## src/hdl/timed_event_slot_table_unit_macros.svh

```systemverilog
// Assertion macros for the timed event slot table top level.
`ifndef TIMED_EVENT_SLOT_TABLE_UNIT_MACROS_SVH
`define TIMED_EVENT_SLOT_TABLE_UNIT_MACROS_SVH

// Same-cycle implication, disabled while reset is high.
`define TES_ASSERT_NOW(label, ante, cons, msg) \
  label: assert property (@(posedge clk) disable iff (rst) (ante) |-> (cons)) \
    else $error(msg);

// Next-cycle implication, disabled while reset is high.
`define TES_ASSERT_NEXT(label, ante, cons, msg) \
  label: assert property (@(posedge clk) disable iff (rst) (ante) |=> (cons)) \
    else $error(msg);

`endif

```

## src/hdl/tes_pkg.sv

```systemverilog
// Shared types and codes for the timed event slot table.
package tes_pkg;

  // Result kind codes
  localparam logic [1:0] KIND_SCHED = 2'd0;
  localparam logic [1:0] KIND_FIRED = 2'd1;
  localparam logic [1:0] KIND_IDLE  = 2'd2;

  // Controller states
  typedef enum logic [2:0] {
    ST_IDLE,
    ST_SSCAN,
    ST_SDONE,
    ST_TSCAN,
    ST_TFIN
  } state_t;

  // Commands from controller to datapath
  typedef struct packed {
    logic       capture;
    logic       idx_clr;
    logic       idx_inc;
    logic       sched_end;
    logic       busy_clr;
    logic       held_clr;
    logic       held_load;
    logic       out_load;
    logic [1:0] out_kind;
    logic       out_last;
  } cmd_t;

  // Status from datapath to controller
  typedef struct packed {
    logic in_tick;
    logic slot_busy;
    logic due;
    logic idx_last;
    logic held_valid;
    logic out_free;
  } sts_t;

endpackage

```

## src/hdl/timed_event_slot_table_unit.sv

```systemverilog
// Timed event slot table: top level with controller, datapath and checks.
//
// Input channel (in_valid/in_ready) takes one beat per command. A schedule
// beat (command 0) stores sound_code, address_flag and play_time in the
// lowest free slot; a tick beat (command 1) fires every busy slot whose
// due time is below now_time, in slot order, and frees it.
// Output channel (out_valid/out_ready) returns one beat for a schedule
// (kind 0, accepted), one beat per fired slot (kind 1) or one empty beat
// (kind 2) for a tick; last marks the final beat of each command.
// One command is worked on at a time; in_ready is high only between them.
// A tick walks all SLOTS slots, one per cycle from the slot memory read port
// unless frozen as below. Each fired event waits in a one-entry hold stage
// so the last flag is known before it is sent.
// A stalled receiver freezes the slot walk when a second event is due.
// Reset empties every slot and the result register; no clearing pass.
module timed_event_slot_table_unit import tes_pkg::*; #(
  parameter int SLOTS = 32
) (
  input  logic        clk,
  input  logic        rst,
  input  logic        in_valid,
  output logic        in_ready,
  input  logic        command,
  input  logic [3:0]  sound_code,
  input  logic        address_flag,
  input  logic [31:0] play_time,
  input  logic [31:0] now_time,
  output logic        out_valid,
  input  logic        out_ready,
  output logic [1:0]  kind,
  output logic        accepted,
  output logic [3:0]  fired_code,
  output logic        fired_flag,
  output logic        last
);

  `include "timed_event_slot_table_unit_macros.svh"

  cmd_t cmd;
  sts_t sts;

  tes_ctrl u_ctrl (
    .clk      (clk),
    .rst      (rst),
    .in_valid (in_valid),
    .in_ready (in_ready),
    .sts      (sts),
    .cmd      (cmd)
  );

  tes_dpath #(
    .SLOTS (SLOTS)
  ) u_dpath (
    .clk          (clk),
    .rst          (rst),
    .command      (command),
    .sound_code   (sound_code),
    .address_flag (address_flag),
    .play_time    (play_time),
    .now_time     (now_time),
    .cmd          (cmd),
    .sts          (sts),
    .out_valid    (out_valid),
    .out_ready    (out_ready),
    .kind         (kind),
    .accepted     (accepted),
    .fired_code   (fired_code),
    .fired_flag   (fired_flag),
    .last         (last)
  );

  // Checks
  `TES_ASSERT_NOW(a_load_when_free, cmd.out_load, (!out_valid || out_ready), "result overwritten")
  `TES_ASSERT_NEXT(a_busy_after_accept, (in_valid && in_ready), !in_ready, "beat accepted while busy")
  `TES_ASSERT_NOW(a_single_is_last, (out_valid && (kind != KIND_FIRED)), last, "single beat not last")

endmodule

```

## src/hdl/tes_ctrl.sv

```systemverilog
// Controller state machine for the timed event slot table.
module tes_ctrl import tes_pkg::*; (
  input  logic clk,
  input  logic rst,
  input  logic in_valid,
  output logic in_ready,
  input  sts_t sts,
  output cmd_t cmd
);

  state_t state;
  state_t state_next;

  // State register
  always_ff @(posedge clk) begin
    if (rst) begin
      state <= ST_IDLE;
    end else begin
      state <= state_next;
    end
  end

  // Next state and commands
  always_comb begin
    state_next = state;
    cmd        = '0;
    in_ready   = 1'b0;
    cmd.out_kind = KIND_SCHED;
    case (state)
      ST_IDLE: begin
        in_ready = 1'b1;
        if (in_valid) begin
          cmd.capture  = 1'b1;
          cmd.idx_clr  = 1'b1;
          cmd.held_clr = 1'b1;
          state_next   = sts.in_tick ? ST_TSCAN : ST_SSCAN;
        end
      end
      // find the lowest free slot, one slot a cycle
      ST_SSCAN: begin
        if (!sts.slot_busy || sts.idx_last) begin
          cmd.sched_end = 1'b1;
          state_next    = ST_SDONE;
        end else begin
          cmd.idx_inc = 1'b1;
        end
      end
      ST_SDONE: begin
        if (sts.out_free) begin
          cmd.out_load = 1'b1;
          cmd.out_kind = KIND_SCHED;
          cmd.out_last = 1'b1;
          state_next   = ST_IDLE;
        end
      end
      // walk all slots; a due slot is held back one beat so last can be set
      ST_TSCAN: begin
        if (sts.due && sts.held_valid && !sts.out_free) begin
          state_next = ST_TSCAN;
        end else begin
          if (sts.due) begin
            cmd.busy_clr  = 1'b1;
            cmd.held_load = 1'b1;
            if (sts.held_valid) begin
              cmd.out_load = 1'b1;
              cmd.out_kind = KIND_FIRED;
            end
          end
          if (sts.idx_last) begin
            state_next = ST_TFIN;
          end else begin
            cmd.idx_inc = 1'b1;
          end
        end
      end
      ST_TFIN: begin
        if (sts.out_free) begin
          cmd.out_load = 1'b1;
          cmd.out_kind = sts.held_valid ? KIND_FIRED : KIND_IDLE;
          cmd.out_last = 1'b1;
          state_next   = ST_IDLE;
        end
      end
      default: begin
        state_next = ST_IDLE;
      end
    endcase
  end

endmodule

```

## src/hdl/tes_dpath.sv

```systemverilog
// Datapath for the timed event slot table: slot storage, scan index, result register.
module tes_dpath import tes_pkg::*; #(
  parameter int SLOTS = 32
) (
  input  logic        clk,
  input  logic        rst,
  input  logic        command,
  input  logic [3:0]  sound_code,
  input  logic        address_flag,
  input  logic [31:0] play_time,
  input  logic [31:0] now_time,
  input  cmd_t        cmd,
  output sts_t        sts,
  output logic        out_valid,
  input  logic        out_ready,
  output logic [1:0]  kind,
  output logic        accepted,
  output logic [3:0]  fired_code,
  output logic        fired_flag,
  output logic        last
);

  localparam int IDX_W = (SLOTS > 1) ? $clog2(SLOTS) : 1;

  // captured item
  logic [3:0]  code_reg;
  logic        flag_reg;
  logic [31:0] time_reg;

  // scan index
  logic [IDX_W-1:0] idx;
  logic [IDX_W-1:0] idx_next;

  // slot storage
  logic [SLOTS-1:0] busy;
  logic [3:0]       code_mem [SLOTS];
  logic             flag_mem [SLOTS];
  logic [31:0]      time_mem [SLOTS];
  logic [3:0]       rd_code;
  logic             rd_flag;
  logic [31:0]      rd_time;

  // schedule answer and held fired event
  logic       acc;
  logic       held_valid;
  logic [3:0] held_code;
  logic       held_flag;

  // Capture the beat
  always_ff @(posedge clk) begin
    if (cmd.capture) begin
      code_reg <= sound_code;
      flag_reg <= address_flag;
      time_reg <= command ? now_time : play_time;
    end
  end

  // Scan index; its next value also addresses the memory read
  always_comb begin
    if (cmd.idx_clr) begin
      idx_next = '0;
    end else if (cmd.idx_inc) begin
      idx_next = idx + IDX_W'(1);
    end else begin
      idx_next = idx;
    end
  end

  always_ff @(posedge clk) begin
    if (rst) begin
      idx <= '0;
    end else begin
      idx <= idx_next;
    end
  end

  // Busy bits
  always_ff @(posedge clk) begin
    if (rst) begin
      busy <= '0;
    end else if (cmd.sched_end && !busy[idx]) begin
      busy[idx] <= 1'b1;
    end else if (cmd.busy_clr) begin
      busy[idx] <= 1'b0;
    end
  end

  // Slot memory: one write port, one registered read port
  always_ff @(posedge clk) begin
    if (cmd.sched_end && !busy[idx]) begin
      code_mem[idx] <= code_reg;
      flag_mem[idx] <= flag_reg;
      time_mem[idx] <= time_reg;
    end
    rd_code <= code_mem[idx_next];
    rd_flag <= flag_mem[idx_next];
    rd_time <= time_mem[idx_next];
  end

  // Schedule answer
  always_ff @(posedge clk) begin
    if (cmd.sched_end) begin
      acc <= !busy[idx];
    end
  end

  // Held fired event
  always_ff @(posedge clk) begin
    if (rst) begin
      held_valid <= 1'b0;
    end else if (cmd.held_clr) begin
      held_valid <= 1'b0;
    end else if (cmd.held_load) begin
      held_valid <= 1'b1;
    end
  end

  always_ff @(posedge clk) begin
    if (cmd.held_load) begin
      held_code <= rd_code;
      held_flag <= rd_flag;
    end
  end

  // Result register
  always_ff @(posedge clk) begin
    if (rst) begin
      out_valid <= 1'b0;
    end else if (cmd.out_load) begin
      out_valid <= 1'b1;
    end else if (out_ready) begin
      out_valid <= 1'b0;
    end
  end

  always_ff @(posedge clk) begin
    if (cmd.out_load) begin
      kind       <= cmd.out_kind;
      last       <= cmd.out_last;
      accepted   <= (cmd.out_kind == KIND_SCHED) && acc;
      fired_code <= (cmd.out_kind == KIND_FIRED) ? held_code : 4'd0;
      fired_flag <= (cmd.out_kind == KIND_FIRED) && held_flag;
    end
  end

  // Status
  always_comb begin
    sts.in_tick    = command;
    sts.slot_busy  = busy[idx];
    sts.due        = busy[idx] && (rd_time < time_reg);
    sts.idx_last   = (idx == IDX_W'(SLOTS - 1));
    sts.held_valid = held_valid;
    sts.out_free   = !out_valid || out_ready;
  end

endmodule

```

## config.mk

```make
export PLATFORM = sky130hd
export DESIGN_NAME = timed_event_slot_table_unit
export DESIGN_NICKNAME = d
export VERILOG_FILES = /design/src/hdl/tes_pkg.sv /design/src/hdl/timed_event_slot_table_unit.sv /design/src/hdl/tes_ctrl.sv /design/src/hdl/tes_dpath.sv
export VERILOG_INCLUDE_DIRS = /design/src /design/src/hdl
export SDC_FILE = /design/constraint.sdc
export NUM_CORES = 2
export LEC_CHECK = 0
export BUFFER_PORTS_ARGS = -buffer_cell sky130_fd_sc_hd__buf_4
export CAP_MARGIN = 10
export CELL_PAD_IN_SITES_DETAIL_PLACEMENT = 1
export CELL_PAD_IN_SITES_GLOBAL_PLACEMENT = 1
export CORE_MARGIN = 8
export CORE_UTILIZATION = 53
export CTS_CLUSTER_DIAMETER = 120
export DETAILED_ROUTE_END_ITERATION = 8
export PLACE_DENSITY = 0.78
export SETUP_SLACK_MARGIN = 0.2
export SLEW_MARGIN = 25
export SYNTH_ARGS = -nofsm -noshare
export SYNTH_HDL_FRONTEND = slang
export SYNTH_SLANG_ARGS = --single-unit
```

## constraint.sdc

```tcl
create_clock -name clk -period 5 [get_ports clk]
set_input_delay 0.5 -clock clk [delete_from_list [all_inputs] [get_ports clk]]
set_output_delay 0.5 -clock clk [all_outputs]
set_load 0.02 [all_outputs]
```

==> impl_metrics.toml <==
[synth]
muxShareOfSynthArea_pct = 6.13
dominantRegCellSynth = "sky130_fd_sc_hd__edfxtp_1"
part_of_the_yosys_area_used_for_sequential_elements_pct = 74.0
synthesis.area_mm2 = 0.0523
dominant_cells_by_area_after_synthesis = "sky130_fd_sc_hd__edfxtp_1 71%, sky130_fd_sc_hd__nand2_1 5.9%, sky130_fd_sc_hd__mux2i_1 4.5%, sky130_fd_sc_hd__dfxtp_1 3.0%, sky130_fd_sc_hd__nand3_1 2.0%"
synth-simple-area-share_pct = 9.02
ys_async_sr_fraction_pct = 0
combinational_family_with_the_most_area_after_synthesis = "simple AND/OR/NAND/NOR gates"
post_synthesis_area_per_instance_um2 = 14.4
synth-xor-area-share_pct = 0.0502
fraction_of_the_mapped_netlist_area_in_compound_gates_pct = 7.53
synth.top_cell.area_share_pct = 70.9
syn-instance-count = 3643
post-synth-top-area-cell = "sky130_fd_sc_hd__edfxtp_1"
number_of_nets_produced_by_synthesis = 3753
synth_adder_area_share_pct = 0.861
synth.distinct_cells = 68
synth_seq_cells = 1315
yosysWarnings = 0
number_of_synthesized_flops_with_an_enable_pin = 1236

[global_routing]
met2_usage_pct = 51.7
gr-usage-met3_pct = 7.53
groute.layer.met1.usage_pct = 42.9
grt_usage_pct = 32.8
global_route_wire_length_before_repair_um = 257000
overflow = 0
grt_max_degree = 58
first_global_vias = 36884
globalRoute.busiestLayer = "met2"
grt_antenna_before_repair = 3

[critical_path]
timing.critical_path.cells = "inv_1, ha_1, a21oi_1, o21ai_0, nand2_1, a311oi_2, buf_4, or4b_4, a21oi_4, buf_4, mux2_1, a221oi_1, a221oi_1, a31oi_1, a211oi_2"
count_of_buffer_and_inverter_cells_on_the_critical_path = 3
path_type_of_the_worst_setup_path = "reg -> reg"
critPathRequiredTime_ns = 5.61
cp_data_arrival_time_ns = 5.35
cp_top_family = "compound AO/OA/AOI/OAI gates"
slowest_stage = "sky130_fd_sc_hd__or4b_4"
worstSetupStartpointType = "flop"
worst_setup_path_startpoint = "u_dpath.time_reg[7]$_DFFE_PP_"
critPathMaxFanout = 12
cp-end-kind = "flop"
critPathMaxStageDelay_ns = 0.56
r2r-start = "u_dpath.time_reg[7]$_DFFE_PP_"

[power]
net-switching-power_uw = 7980
power_density_mw_per_mm2 = 466
power_switching_share_pct = 28.0
p_leak_uw = 0.0207
clock_power_share_pct = 37.1
combinationalPowerShare_pct = 16.1
cell_internal_pwr_uw = 20500
power.sequential.fraction_pct = 46.8
ir_drop_v = 0.000283

[sta]
slew_violations = 0
worst_clock_skew_ns = 0.0238
maxClockFrequency_ghz = 0.211
final_period_minus_worst_setup_slack_ns = 4.73
period_share_pct = 94.7
worst-slew-pin-transition_ns = 1.06
finalHoldViolCount = 0
tightest_slew_margin_relative_to_the_limit_pct = 29.1
setup-violations-final = 0
finalSetupTns_ns = 0
timing.hold.ws_ns = 0.0444
unrepaired_setup_endpoints_after_global_routing = "true"
setup_slack_ns = 0.267

[die]
ioPinCount = 85
row_count = 115
placeableCoreArea_mm2 = 0.0981
floorplan_die_height_um = 330
floorplan.die.width_um = 330
fp.dieArea_mm2 = 0.109
initial_utilization_pct = 53.3

[status]
result_of_the_run = "complete, no violations"

[cells_and_area]
finalNetCount = 3965
top_regs = "u_dpath.time_mem (1024), u_dpath.code_mem (128)"
drive_gt1_share_pct = 15.5
largest-register = "u_dpath.time_mem"
flow.area_growth_from_synthesis_pct = 16.8
largest_register_ff_count = 1024

[place]
placement.io_buffers = 84
gp_congestion = 0.866
post-place-ws_ns = -0.0876
dp_hpwl_um = 102000

[route]
routedWlPerCell_um = 34.7
route.detailed.vias_per_inst = 6.77
vias = 35554
antenna_violating_nets_post_route = 0
postRouteWirelength_um = 182000
drt_iter0_drc = 4973
drc_errors = 0
drt_pre_antenna_iters = 5

[hold_path]
timing.hold.worst.class = "in -> reg"
hold_path_startpoint = "play_time[7]"

[clock_tree]
numClockSinks = 1315
cts_buffers = 136
cts_max_level = 4
clkTransAtPathRegs_ns = 0.06
clock_latency_ns = 0.77
cts_tree = "yes"
max-clock-path-buffers = 3
clock-root-buffer = "sky130_fd_sc_hd__clkbuf_16"

[job]
max_cap_viol_count = 0
[power groups by stage]
stage	clock, µW	sequential [µW]	combinational (µW)
floorplan	0	13700	2020
finish	10600	13400	4580
detailed placement	0	13600	4300
global route	11000	13400	4750
global placement	0	13600	4070
CTS	10600	13400	4420
[metal layers]
layer | routed length, µm | part of all wire, %
met1 | 68400 | 38
met2 | 84100 | 46
met3 | 19300 | 11
met4 | 10200 | 5.6
met5 | 8 | 0.0044
[worst reg2reg max path, stage by stage (launching register included)]
cell	delay (ns)
sky130_fd_sc_hd__edfxtp_1	0.42
sky130_fd_sc_hd__inv_1	0.15
sky130_fd_sc_hd__ha_1	0.29
sky130_fd_sc_hd__a21oi_1	0.18
sky130_fd_sc_hd__o21ai_0	0.21
sky130_fd_sc_hd__nand2_1	0.33
sky130_fd_sc_hd__a311oi_2	0.16
sky130_fd_sc_hd__buf_4	0.20
sky130_fd_sc_hd__or4b_4	0.56
sky130_fd_sc_hd__a21oi_4	0.37
sky130_fd_sc_hd__buf_4	0.38
sky130_fd_sc_hd__mux2_1	0.37
sky130_fd_sc_hd__a221oi_1	0.34
sky130_fd_sc_hd__a221oi_1	0.19
sky130_fd_sc_hd__a31oi_1	0.29
sky130_fd_sc_hd__a211oi_2	0.14
[metrics by stage]
| step | cells | utilization [%] | instance area (µm²) | power, µW |
|---|---|---|---|---|
| finish | 5255 | 62.3 | 61100 | 28500 |
| floorplan | 3643 | - | 52300 | 15700 |
| CTS | 5251 | 62.2 | 61000 | 28400 |
| detailed placement | 4993 | 57.4 | 56300 | 17900 |
| global route | 5254 | 62.3 | 61100 | 29100 |
| global placement | 4993 | 57.4 | 56300 | 17600 |
[synthesized netlist by cell type, types with 11 or more instances]
cell type and number:
sky130_fd_sc_hd__edfxtp_1 1236, sky130_fd_sc_hd__nand2_1 824, sky130_fd_sc_hd__mux2i_1 234, sky130_fd_sc_hd__nand3_1 206
sky130_fd_sc_hd__clkbuf_1 122, sky130_fd_sc_hd__a31oi_1 111, sky130_fd_sc_hd__a221oi_1 109, sky130_fd_sc_hd__a21oi_1 90
sky130_fd_sc_hd__buf_2 85, sky130_fd_sc_hd__dfxtp_1 79, sky130_fd_sc_hd__a32oi_1 73, sky130_fd_sc_hd__inv_1 65
sky130_fd_sc_hd__a211oi_1 39, sky130_fd_sc_hd__mux2_2 37, sky130_fd_sc_hd__o21ai_0 37, sky130_fd_sc_hd__ha_1 36
sky130_fd_sc_hd__mux2_1 36, sky130_fd_sc_hd__o221ai_1 36, sky130_fd_sc_hd__nor2_1 28, sky130_fd_sc_hd__buf_1 16
sky130_fd_sc_hd__nor3_1 16, sky130_fd_sc_hd__and2_1 12, sky130_fd_sc_hd__and3_1 11, sky130_fd_sc_hd__o21ai_1 11
[timing repair]
item,in CTS,in global routing
gates resized for setup,4,7
hold buffers,5,0
endpoints found under the hold margin,5,0
pin swaps,1,0
endpoints found under the setup margin,37,16
setup buffers,3,0
[placed cells by master, fill, tap and decap left out, types with 5 or more instances in the layout]
cell type and n:
sky130_fd_sc_hd__a211oi_1 38, sky130_fd_sc_hd__a21oi_1 89, sky130_fd_sc_hd__a221oi_1 108, sky130_fd_sc_hd__a31oi_1 110, sky130_fd_sc_hd__a32oi_1 73, sky130_fd_sc_hd__and2_1 11, sky130_fd_sc_hd__and3_1 9, sky130_fd_sc_hd__buf_12 85
sky130_fd_sc_hd__buf_4 211, sky130_fd_sc_hd__bufinv_16 17, sky130_fd_sc_hd__clkbuf_1 34, sky130_fd_sc_hd__clkbuf_16 139, sky130_fd_sc_hd__clkbuf_8 7, sky130_fd_sc_hd__clkinv_1 13, sky130_fd_sc_hd__clkinv_2 23, sky130_fd_sc_hd__clkinv_8 7
sky130_fd_sc_hd__dfxtp_1 78, sky130_fd_sc_hd__dlygate4sd3_1 5, sky130_fd_sc_hd__edfxtp_1 1236, sky130_fd_sc_hd__ha_1 36, sky130_fd_sc_hd__inv_1 35, sky130_fd_sc_hd__inv_2 34, sky130_fd_sc_hd__mux2_1 36, sky130_fd_sc_hd__mux2_2 37
sky130_fd_sc_hd__mux2i_1 234, sky130_fd_sc_hd__nand2_1 823, sky130_fd_sc_hd__nand3_1 205, sky130_fd_sc_hd__nor2_1 27, sky130_fd_sc_hd__nor2b_1 5, sky130_fd_sc_hd__nor3_1 16, sky130_fd_sc_hd__o21ai_0 37, sky130_fd_sc_hd__o21ai_1 9
sky130_fd_sc_hd__o221ai_1 35
[cell families after synthesis]
family	count (synthesis)
compound gates	545
simple gates	1134
mux	309
flops	1315
fa+ha+maj	36
buf+inv	301
xor+xnor	3
[final cells by class]
| class | count | area [µm²] |
|---|---|---|
| clock buffers | 180 | 3700 |
| multi-input cells | 2027 | 12500 |
| flip-flops and latches | 1315 | 38700 |
| fillers | 9062 | 37000 |
| diodes | 1 | 2.50 |
| well taps | 1287 | 1610 |
| repair buffers | 306 | 3400 |
| inverters | 69 | 259 |
| clock inverters | 70 | 917 |
[worst paths after layout]
kind / to / cells after the start / slack, ns
max: u_dpath.rd_time[9]$_DFF_P_ / 15 / 0.27
min: u_dpath.time_reg[7]$_DFFE_PP_ / 2 / 0.04
max reg2reg: u_dpath.rd_time[9]$_DFF_P_ / 15 / 0.27
min reg2reg: u_dpath.held_code[1]$_DFFE_PP_ / 0 / 0.43
Power figures use the tool's default switching activity.
